## config.mk

```make
export PLATFORM = sky130hd
export DESIGN_NAME = gpio_register_block_flat
export DESIGN_NICKNAME = d
export VERILOG_FILES = /design/src/rtl/gpr_pkg.sv /design/src/rtl/gpr_if.sv /design/src/rtl/gpr_regfile.sv /design/src/rtl/gpr_out_stage.sv /design/src/rtl/gpio_register_block.sv /design/src/flat_wrapper.sv
export SDC_FILE = /design/constraint.sdc
export NUM_CORES = 2
export LEC_CHECK = 0
export BUFFER_PORTS_ARGS = -buffer_cell sky130_fd_sc_hd__buf_4
export CELL_PAD_IN_SITES_DETAIL_PLACEMENT = 1
export CELL_PAD_IN_SITES_GLOBAL_PLACEMENT = 2
export CORE_ASPECT_RATIO = 0.5
export CORE_MARGIN = 5
export CORE_UTILIZATION = 35
export CTS_CLUSTER_SIZE = 12
export DETAILED_ROUTE_END_ITERATION = 7
export PLACE_DENSITY = 0.85
export SLEW_MARGIN = 40
export SYNTH_ARGS = -nofsm -noshare
export SYNTH_HDL_FRONTEND = slang
export SYNTH_HIERARCHICAL = 1
export SYNTH_SLANG_ARGS = --single-unit
```

## constraint.sdc

```tcl
create_clock -name clk -period 10.75 [get_ports clk]
set_input_delay 1.075 -clock clk [delete_from_list [all_inputs] [get_ports clk]]
set_output_delay 1.075 -clock clk [all_outputs]
set_load 0.005 [all_outputs]
```

## src/rtl/gpr_pkg.sv

```systemverilog
// ----------------------------------------------------------------------------
// gpr_pkg
// Shared constants, command codes, word offsets, item types and field
// helpers for the GPIO register block.
// ----------------------------------------------------------------------------
package gpr_pkg;

  localparam int NUM_PINS  = 54;             // pins present, 1..64
  localparam int PIN_W     = NUM_PINS;       // width of per-pin state words
  localparam int OUT_W     = 54;             // width of per-pin result fields
  localparam int FSEL_WORDS = 6;
  localparam int FSEL_W    = 30;
  localparam int FSEL_PER_WORD = 10;
  localparam int FSEL_PINS = FSEL_WORDS * FSEL_PER_WORD;
  localparam int PULL_WORDS = 4;
  localparam int PULL_W    = 32;
  localparam int PULL_PER_WORD = 16;
  localparam int CMD_W     = 2;
  localparam int WIDX_W    = 6;
  localparam int DATA_W    = 32;

  localparam logic [2:0] FSEL_OUT = 3'd1;

  typedef enum logic [CMD_W-1:0] {
    CMD_READ   = 2'd0,
    CMD_WRITE  = 2'd1,
    CMD_SAMPLE = 2'd2
  } gpr_cmd_t;

  // register word offsets
  localparam logic [WIDX_W-1:0] W_FSEL0 = 6'd0;
  localparam logic [WIDX_W-1:0] W_FSEL5 = 6'd5;
  localparam logic [WIDX_W-1:0] W_SET0  = 6'd7;
  localparam logic [WIDX_W-1:0] W_SET1  = 6'd8;
  localparam logic [WIDX_W-1:0] W_CLR0  = 6'd10;
  localparam logic [WIDX_W-1:0] W_CLR1  = 6'd11;
  localparam logic [WIDX_W-1:0] W_LEV0  = 6'd13;
  localparam logic [WIDX_W-1:0] W_LEV1  = 6'd14;
  localparam logic [WIDX_W-1:0] W_EDS0  = 6'd16;
  localparam logic [WIDX_W-1:0] W_EDS1  = 6'd17;
  localparam logic [WIDX_W-1:0] W_REN0  = 6'd19;
  localparam logic [WIDX_W-1:0] W_REN1  = 6'd20;
  localparam logic [WIDX_W-1:0] W_FEN0  = 6'd22;
  localparam logic [WIDX_W-1:0] W_FEN1  = 6'd23;
  localparam logic [WIDX_W-1:0] W_HEN0  = 6'd25;
  localparam logic [WIDX_W-1:0] W_HEN1  = 6'd26;
  localparam logic [WIDX_W-1:0] W_LEN0  = 6'd28;
  localparam logic [WIDX_W-1:0] W_LEN1  = 6'd29;
  localparam logic [WIDX_W-1:0] W_PULL0 = 6'd57;
  localparam logic [WIDX_W-1:0] W_PULL3 = 6'd60;

  typedef struct packed {
    logic [CMD_W-1:0]  cmd;
    logic [WIDX_W-1:0] word_index;
    logic [DATA_W-1:0] write_data;
    logic [OUT_W-1:0]  pin_levels;
  } gpr_item_t;

  typedef struct packed {
    logic [DATA_W-1:0] read_data;
    logic [OUT_W-1:0]  drive_levels;
    logic [OUT_W-1:0]  drive_enable;
    logic              event_pending;
  } gpr_result_t;

  // field bits of present pins in function select word k
  function automatic logic [FSEL_W-1:0] fsel_mask(input int k);
    logic [FSEL_W-1:0] m;
    m = '0;
    for (int f = 0; f < FSEL_PER_WORD; f++) begin
      if (k * FSEL_PER_WORD + f < NUM_PINS) m[3*f +: 3] = 3'b111;
    end
    return m;
  endfunction

  // field bits of present pins in pull select word k
  function automatic logic [PULL_W-1:0] pull_mask(input int k);
    logic [PULL_W-1:0] m;
    m = '0;
    for (int f = 0; f < PULL_PER_WORD; f++) begin
      if (k * PULL_PER_WORD + f < NUM_PINS) m[2*f +: 2] = 2'b11;
    end
    return m;
  endfunction

  // data placed in the low or high 32-pin half, limited to present pins
  function automatic logic [PIN_W-1:0] half_bits(input logic hi, input logic [31:0] d);
    logic [63:0] v;
    v = hi ? {d, 32'h0} : {32'h0, d};
    return v[PIN_W-1:0];
  endfunction

  function automatic logic [31:0] half_read(input logic [PIN_W-1:0] r, input logic hi);
    logic [63:0] v;
    v = 64'(r);
    return hi ? v[63:32] : v[31:0];
  endfunction

  function automatic logic [PIN_W-1:0] half_write(input logic [PIN_W-1:0] r, input logic hi,
                                                  input logic [31:0] d);
    logic [63:0] v;
    v = 64'(r);
    v = hi ? {32'h0, v[31:0]} : {v[63:32], 32'h0};
    return v[PIN_W-1:0] | half_bits(hi, d);
  endfunction

endpackage

```

## src/rtl/gpr_if.sv

```systemverilog
// ----------------------------------------------------------------------------
// gpr_in_if / gpr_out_if
// Valid/ready channels for bus and sample items and for result items.
// ----------------------------------------------------------------------------
interface gpr_in_if;
  logic                        valid;
  logic                        ready;
  logic [gpr_pkg::CMD_W-1:0]   cmd;
  logic [gpr_pkg::WIDX_W-1:0]  word_index;
  logic [gpr_pkg::DATA_W-1:0]  write_data;
  logic [gpr_pkg::OUT_W-1:0]   pin_levels;

  modport source (output valid, cmd, word_index, write_data, pin_levels, input ready);
  modport sink   (input valid, cmd, word_index, write_data, pin_levels, output ready);
endinterface

interface gpr_out_if;
  logic                        valid;
  logic                        ready;
  logic [gpr_pkg::DATA_W-1:0]  read_data;
  logic [gpr_pkg::OUT_W-1:0]   drive_levels;
  logic [gpr_pkg::OUT_W-1:0]   drive_enable;
  logic                        event_pending;

  modport source (output valid, read_data, drive_levels, drive_enable, event_pending,
                  input ready);
  modport sink   (input valid, read_data, drive_levels, drive_enable, event_pending,
                  output ready);
endinterface

```

## src/rtl/gpr_regfile.sv

```systemverilog
// ----------------------------------------------------------------------------
// gpr_regfile
// Register state, bus read/write decode, pin sampling with event detect,
// and the result item computed from the state after the update.
// ----------------------------------------------------------------------------
module gpr_regfile (
  input  logic                clk,
  input  logic                rst_n,
  input  logic                accept,
  input  gpr_pkg::gpr_item_t  item,
  output gpr_pkg::gpr_result_t result
);
  import gpr_pkg::*;

  logic [FSEL_W-1:0] fsel_r   [FSEL_WORDS];
  logic [FSEL_W-1:0] fsel_nxt [FSEL_WORDS];
  logic [PULL_W-1:0] pull_r   [PULL_WORDS];
  logic [PULL_W-1:0] pull_nxt [PULL_WORDS];
  logic [PIN_W-1:0]  latch_r, latch_nxt;
  logic [PIN_W-1:0]  status_r, status_nxt;
  logic [PIN_W-1:0]  rise_r, rise_nxt;
  logic [PIN_W-1:0]  fall_r, fall_nxt;
  logic [PIN_W-1:0]  high_r, high_nxt;
  logic [PIN_W-1:0]  low_r, low_nxt;
  logic [PIN_W-1:0]  level_r, level_nxt;

  logic [WIDX_W-1:0] w;
  logic [31:0]       d;
  logic [2:0]        fidx;
  logic [1:0]        pidx;
  logic [PIN_W-1:0]  cur, hit;
  logic [DATA_W-1:0] rd;
  logic [OUT_W-1:0]  den;

  assign w         = item.word_index;
  assign d         = item.write_data;
  assign fidx      = w[2:0];
  assign pidx      = 2'(w - W_PULL0);
  assign cur       = PIN_W'(64'(item.pin_levels));
  assign hit       = (~level_r & cur & rise_r) | (level_r & ~cur & fall_r)
                   | (cur & high_r) | (~cur & low_r);

  always_comb begin
    fsel_nxt   = fsel_r;
    pull_nxt   = pull_r;
    latch_nxt  = latch_r;
    status_nxt = status_r;
    rise_nxt   = rise_r;
    fall_nxt   = fall_r;
    high_nxt   = high_r;
    low_nxt    = low_r;
    level_nxt  = level_r;
    rd         = '0;
    if (accept) begin
      unique case (item.cmd)
        CMD_READ: begin
          if (w <= W_FSEL5) begin
            rd = 32'(fsel_r[fidx] & fsel_mask(int'(fidx)));
          end else if (w >= W_PULL0 && w <= W_PULL3) begin
            rd = pull_r[pidx] & pull_mask(int'(pidx));
          end else begin
            unique case (w) inside
              W_LEV0, W_LEV1: rd = half_read(level_r, w == W_LEV1);
              W_EDS0, W_EDS1: rd = half_read(status_r, w == W_EDS1);
              W_REN0, W_REN1: rd = half_read(rise_r, w == W_REN1);
              W_FEN0, W_FEN1: rd = half_read(fall_r, w == W_FEN1);
              W_HEN0, W_HEN1: rd = half_read(high_r, w == W_HEN1);
              W_LEN0, W_LEN1: rd = half_read(low_r, w == W_LEN1);
              default:        rd = '0;
            endcase
          end
        end
        CMD_WRITE: begin
          if (w <= W_FSEL5) begin
            fsel_nxt[fidx] = d[FSEL_W-1:0] & fsel_mask(int'(fidx));
          end else if (w >= W_PULL0 && w <= W_PULL3) begin
            pull_nxt[pidx] = d & pull_mask(int'(pidx));
          end else begin
            unique case (w) inside
              W_SET0, W_SET1: latch_nxt  = latch_r | half_bits(w == W_SET1, d);
              W_CLR0, W_CLR1: latch_nxt  = latch_r & ~half_bits(w == W_CLR1, d);
              W_EDS0, W_EDS1: status_nxt = status_r & ~half_bits(w == W_EDS1, d);
              W_REN0, W_REN1: rise_nxt   = half_write(rise_r, w == W_REN1, d);
              W_FEN0, W_FEN1: fall_nxt   = half_write(fall_r, w == W_FEN1, d);
              W_HEN0, W_HEN1: high_nxt   = half_write(high_r, w == W_HEN1, d);
              W_LEN0, W_LEN1: low_nxt    = half_write(low_r, w == W_LEN1, d);
              default: ;
            endcase
          end
        end
        CMD_SAMPLE: begin
          level_nxt  = cur;
          status_nxt = status_r | hit;
        end
        default: ;
      endcase
    end
  end

  // output function code per pin, from the updated select words
  always_comb begin
    den = '0;
    for (int p = 0; p < OUT_W; p++) begin
      if (p < NUM_PINS && p < FSEL_PINS) begin
        den[p] = (fsel_nxt[p / FSEL_PER_WORD][3 * (p % FSEL_PER_WORD) +: 3] == FSEL_OUT);
      end
    end
  end

  always_comb begin
    result.read_data     = rd;
    result.drive_levels  = OUT_W'(64'(latch_nxt));
    result.drive_enable  = den;
    result.event_pending = |status_nxt;
  end

  always_ff @(posedge clk) begin
    if (!rst_n) begin
      for (int i = 0; i < FSEL_WORDS; i++) fsel_r[i] <= '0;
      for (int i = 0; i < PULL_WORDS; i++) pull_r[i] <= '0;
      latch_r  <= '0;
      status_r <= '0;
      rise_r   <= '0;
      fall_r   <= '0;
      high_r   <= '0;
      low_r    <= '0;
      level_r  <= '0;
    end else begin
      fsel_r   <= fsel_nxt;
      pull_r   <= pull_nxt;
      latch_r  <= latch_nxt;
      status_r <= status_nxt;
      rise_r   <= rise_nxt;
      fall_r   <= fall_nxt;
      high_r   <= high_nxt;
      low_r    <= low_nxt;
      level_r  <= level_nxt;
    end
  end

endmodule

```

## src/rtl/gpr_out_stage.sv

```systemverilog
// ----------------------------------------------------------------------------
// gpr_out_stage
// Result register: holds one result item and takes the next one in the
// cycle the waiting item is taken.
// ----------------------------------------------------------------------------
module gpr_out_stage (
  input  logic                 clk,
  input  logic                 rst_n,
  input  logic                 load,
  input  gpr_pkg::gpr_result_t result,
  input  logic                 out_ready,
  output logic                 out_valid,
  output logic                 can_load,
  output gpr_pkg::gpr_result_t out_data
);
  import gpr_pkg::*;

  logic        valid_r, valid_nxt;
  gpr_result_t data_r;

  assign can_load  = !valid_r || out_ready;
  assign valid_nxt = load || (valid_r && !out_ready);
  assign out_valid = valid_r;
  assign out_data  = data_r;

  always_ff @(posedge clk) begin
    if (!rst_n) begin
      valid_r <= 1'b0;
    end else begin
      valid_r <= valid_nxt;
    end
  end

  // payload: hold while stalled, advance on load
  always_ff @(posedge clk) begin
    if (load) begin
      data_r <= result;
    end
  end

endmodule

```

## src/rtl/gpio_register_block.sv

```systemverilog
// ----------------------------------------------------------------------------
// gpio_register_block
// GPIO register block: bus reads and writes of the register map, pin level
// sampling with edge and level event detect, one result item per item.
// ----------------------------------------------------------------------------
//  channel  dir  payload                                              handshake
//  in_ch    in   cmd, word_index, write_data, pin_levels              valid/ready
//  out_ch   out  read_data, drive_levels, drive_enable, event_pending valid/ready
//
//  One item per cycle while out_ch is not stalled; its result is registered and appears in the cycle after acceptance.
//  Latency and throughput are set by the single result register: decode,
//  state update and result forming all happen in the accept cycle.
//  Reset (synchronous, active low) clears all state registers and the result valid; the result payload is not reset.
//  in_ch.ready stays high while out_ch is stalled only if the result register
//  is empty; otherwise it follows out_ch.ready.
// ----------------------------------------------------------------------------
module gpio_register_block (
  input  logic             clk,
  input  logic             rst_n,
  gpr_in_if.sink           in_ch,
  gpr_out_if.source        out_ch
);
  import gpr_pkg::*;

  logic        accept;
  logic        can_load;
  gpr_item_t   item;
  gpr_result_t result;
  gpr_result_t out_data;

  assign in_ch.ready = can_load;
  assign accept      = in_ch.valid && can_load;

  always_comb begin
    item.cmd        = in_ch.cmd;
    item.word_index = in_ch.word_index;
    item.write_data = in_ch.write_data;
    item.pin_levels = in_ch.pin_levels;
  end

  gpr_regfile u_regfile (
    .clk    (clk),
    .rst_n  (rst_n),
    .accept (accept),
    .item   (item),
    .result (result)
  );

  gpr_out_stage u_out_stage (
    .clk       (clk),
    .rst_n     (rst_n),
    .load      (accept),
    .result    (result),
    .out_ready (out_ch.ready),
    .out_valid (out_ch.valid),
    .can_load  (can_load),
    .out_data  (out_data)
  );

  assign out_ch.read_data     = out_data.read_data;
  assign out_ch.drive_levels  = out_data.drive_levels;
  assign out_ch.drive_enable  = out_data.drive_enable;
  assign out_ch.event_pending = out_data.event_pending;

endmodule

```

## src/flat_wrapper.sv

```systemverilog
// flat-port wrapper written by rule: the top's interface ports become plain ports
module gpio_register_block_flat import gpr_pkg::*;
  (clk, rst_n, in_ch_valid, in_ch_cmd, in_ch_word_index, in_ch_write_data, in_ch_pin_levels, in_ch_ready, out_ch_valid, out_ch_read_data, out_ch_drive_levels, out_ch_drive_enable, out_ch_event_pending, out_ch_ready);
  gpr_in_if in_ch_i ();
  gpr_out_if out_ch_i ();
  input  logic clk;
  input  logic rst_n;
  input wire logic [$bits(in_ch_i.valid)-1:0] in_ch_valid;
  input wire logic [$bits(in_ch_i.cmd)-1:0] in_ch_cmd;
  input wire logic [$bits(in_ch_i.word_index)-1:0] in_ch_word_index;
  input wire logic [$bits(in_ch_i.write_data)-1:0] in_ch_write_data;
  input wire logic [$bits(in_ch_i.pin_levels)-1:0] in_ch_pin_levels;
  output wire logic [$bits(in_ch_i.ready)-1:0] in_ch_ready;
  output wire logic [$bits(out_ch_i.valid)-1:0] out_ch_valid;
  output wire logic [$bits(out_ch_i.read_data)-1:0] out_ch_read_data;
  output wire logic [$bits(out_ch_i.drive_levels)-1:0] out_ch_drive_levels;
  output wire logic [$bits(out_ch_i.drive_enable)-1:0] out_ch_drive_enable;
  output wire logic [$bits(out_ch_i.event_pending)-1:0] out_ch_event_pending;
  input wire logic [$bits(out_ch_i.ready)-1:0] out_ch_ready;
  assign in_ch_i.valid = in_ch_valid;
  assign in_ch_i.cmd = in_ch_cmd;
  assign in_ch_i.word_index = in_ch_word_index;
  assign in_ch_i.write_data = in_ch_write_data;
  assign in_ch_i.pin_levels = in_ch_pin_levels;
  assign in_ch_ready = in_ch_i.ready;
  assign out_ch_valid = out_ch_i.valid;
  assign out_ch_read_data = out_ch_i.read_data;
  assign out_ch_drive_levels = out_ch_i.drive_levels;
  assign out_ch_drive_enable = out_ch_i.drive_enable;
  assign out_ch_event_pending = out_ch_i.event_pending;
  assign out_ch_i.ready = out_ch_ready;
  gpio_register_block u_core (.clk(clk), .rst_n(rst_n), .in_ch(in_ch_i), .out_ch(out_ch_i));
endmodule
```

==> impl_metrics.py <==
metrics = {
    "sta": {
        "final-hold-violation-count": 0,
        "fin_setup_tns_ns": 0,
        "slew-limit-headroom_pct": 39.2,
        "tightest_slew_ns": 0.909,
        "period_needed_ns": 5.81,
        "rsz0062_at_grt": "false",
        "fin_skew_ns": 0.0243,
        "finalCritPeriodShare_pct": 54.0,
        "drv_slew": 0,
        "fmaxAchievable_mhz": 172,
        "finalSetupViolCount": 0,
    },
    "global_route": {
        "grt-ovfl-total": 0,
        "grt_pass1_wl_um": 236000,
        "grt_use_total_pct": 27.4,
        "grt_max_degree": 149,
        "first_global_vias": 35675,
        "antenna_found_initial": 9,
    },
    "setup_path": {
        "endpoint_kind": "flop",
        "rrSetupSlack_ns": 6.37,
        "cp-start-kind": "input pin",
        "path_class": "input pin to flop",
        "path_cells": "buf_6 -> buf_4 -> inv_1 -> ha_1 -> buf_4 -> nor3b_1 -> o21ai_2 -> nor2_2 -> buf_4 -> and2_1 -> buf_4 -> nand2_1 -> a21oi_1",
        "r2r_cells": 11,
        "cp_slowest_stage_delay_ns": 0.80,
        "arrival_ns": 6.41,
        "reg2reg_from": "u_core/u_out_stage/out_valid",
        "timing.critical_path.mode_cell": "buf_4",
        "critPathSlowestCell": "and2_1",
        "path_max_fanout": 43,
        "crit_required_ns": 11.36,
    },
    "clocking": {
        "cts-root-buf": "clkbuf_16",
        "numCtsBuffers": 83,
        "clock_latency_ns": 0.70,
        "htreeDepth": 3,
        "post-cts-setup-buffers": 0,
        "path_clk_slew_ns": 0.06,
        "tritoncts": "done",
        "cts_sinks": 828,
        "max-clock-path-buffers": 3,
        "hold_buffers": 0,
        "cts_resized": 0,
    },
    "yosys": {
        "synth_top_area_share_pct": 37.0,
        "synth_top_family_by_area": "simple AND/OR/NAND/NOR gates",
        "synth.area.top_cells": "dfxtp_1 (37%), nand2_1 (12%), edfxtp_1 (11%)",
        "synth_cells": 4527,
        "synth-main-ff-cell": "dfxtp_1",
        "async_reset_ff_share_pct": 0,
        "synth.area.mux_share_pct": 5.04,
        "syn_area_um2": 37200,
        "synth_fa_ha_area_share_pct": 0.626,
        "synth-simple-area-share_pct": 21.0,
        "syn_nets": 4643,
        "synth.distinct_cells": 77,
        "synth-edff-count": 141,
        "ys_seq_elements": 828,
        "synth.largest_area_cell": "dfxtp_1",
        "synth_compound_gate_area_share_pct": 20.1,
        "synth_seq_area_share_pct": 48.4,
        "syn_avg_cell_area_um2": 8.21,
        "ys_warn_count": 6,
        "synth-xor-area-share_pct": 0.0707,
    },
    "routing": {
        "num_vias": 35532,
        "drt-pass1-iter-count": 7,
        "routedWlPerCell_um": 26.6,
        "drc": 0,
        "wirelength_um": 161000,
        "vias_per_cell": 5.89,
        "drtIter0Drc": 3924,
        "ant_nets": 0,
    },
    "layout": {
        "fin_nets": 4665,
        "drive_above_1_share_pct": 11.9,
        "nFillCells": 12311,
        "final_common_cell": "nand2_1",
        "seq_area_um2": 18000,
        "mostFrequentLayoutCells": "nand2_1 (1195), a21oi_1 (718), dfxtp_1 (687)",
        "multi_input_area_um2": 17700,
        "area_growth_pct": 15.2,
    },
    "die": {
        "die_y_um": 240,
        "die_w_um": 471,
        "fp-row-count": 84,
        "core_um2": 105000,
        "ios": 241,
        "start_util_pct": 35.3,
        "dieArea_um2": 113000,
    },
    "hold_path": {
        "hold_path_class": "flop to flop",
        "hp-start": "u_core/u_regfile/pull_r[98]",
        "min_to": "u_core/u_regfile/pull_r[98]",
        "holdPathStages": 2,
    },
    "place": {
        "place.gp.congestion": 0.900,
        "port_buffers": 240,
        "hpwl_um": 105000,
    },
    "power_and_ir_drop": {
        "p_leak_nw": 14.3,
        "peakVddDrop_mv": 0.125,
        "p_per_area_nw_per_um2": 155,
        "power_mw": 6.62,
    },
    "flow_run": {
        "cap_viol_max_count": 0,
    },
    "status": {
        "status": "finished, final reports clean",
    },
}
## critical path, delay by kind of cell
family / cells / cell delay, ns
buf+inv: 6 / 2.72
simple gates: 4 / 1.68
compound gates: 2 / 0.49
fa+ha+maj: 1 / 0.30
## metrics by stage
step | setup WS (ns) | hold WS (ns) | utilization (%) | instances | instance area [um2]
after detailed placement | 4.05 | 0.447 | 38.2 | 5883 | 40200
after CTS | 4.80 | 0.455 | 40.7 | 6026 | 42800
after floorplan | 3.73 | 0.433 | - | 4527 | 37200
after global placement | 4.37 | 0.438 | 38.0 | 5876 | 40000
after global routing | 4.69 | 0.475 | 40.7 | 6026 | 42800
final | 4.94 | 0.454 | 40.7 | 6029 | 42800
## cell families after synthesis
| family | after synthesis |
|---|---|
| AO/OA/AOI/OAI | 1257 |
| XOR/XNOR | 3 |
| adder cells (fa/ha/maj) | 18 |
| buffers and inverters | 455 |
| flip-flops | 828 |
| multiplexers | 117 |
| AND/OR/NAND/NOR | 1849 |
## final cells by class
type | count | area share (%)
Clock inverter | 9 | 0.362
Timing Repair Buffer | 317 | 5.75
Clock buffer | 134 | 5.65
Tap cell | 1419 | 4.15
Multi-Input combinational cell | 3244 | 41.4
Inverter | 75 | 0.693
Antenna cell | 3 | 0.0175
Sequential cell | 828 | 42.0
## cells in the mapped netlist, types with 17 or more instances
master / instances
a32oi_1: 17
nor2_1: 280
a222oi_1: 39
o22ai_1: 23
nand2_1: 1207
inv_1: 72
edfxtp_1: 141
mux4_2: 56
o21a_1: 41
o211ai_1: 19
nor2b_1: 33
a211oi_1: 59
dfxtp_1: 687
nand4_1: 29
nand2b_1: 42
a31oi_1: 40
mux2i_1: 60
nand3_1: 102
and3_1: 35
o21ai_0: 154
ha_1: 17
clkbuf_1: 314
and2_1: 49
a221oi_1: 24
buf_2: 50
a21oi_1: 718
## layer usage
metal	part of all wire [%]	vias to the layer above	track usage, %
met1	43	17907	37.0
met3	8.3	351	5.38
met2	44	1485	42.7
li1	-	15783	-
met4	4.9	6	12.5
met5	0.022	-	0
## worst max-delay path by stage
stage | from | slack, ns | to
after CTS | in_ch_word_index[0] | 4.80 | u_core/u_out_stage/out_data[39]
after floorplan | out_ch_ready | 3.73 | u_core/u_out_stage/out_data[0]
after detailed placement | in_ch_word_index[0] | 4.05 | u_core/u_out_stage/out_data[39]
after global routing | in_ch_word_index[0] | 4.69 | u_core/u_out_stage/out_data[49]
final | in_ch_word_index[0] | 4.94 | flop
after global placement | in_ch_word_index[0] | 4.37 | u_core/u_out_stage/out_data[49]
## where the power goes
part / switching, mW / internal (mW) / total, mW
clock network: 1.29 / 1.61 / 2.90
registers: 0.0210 / 3.19 / 3.21
logic: 0.374 / 0.136 / 0.510
(Power assumes the default switching activity.)
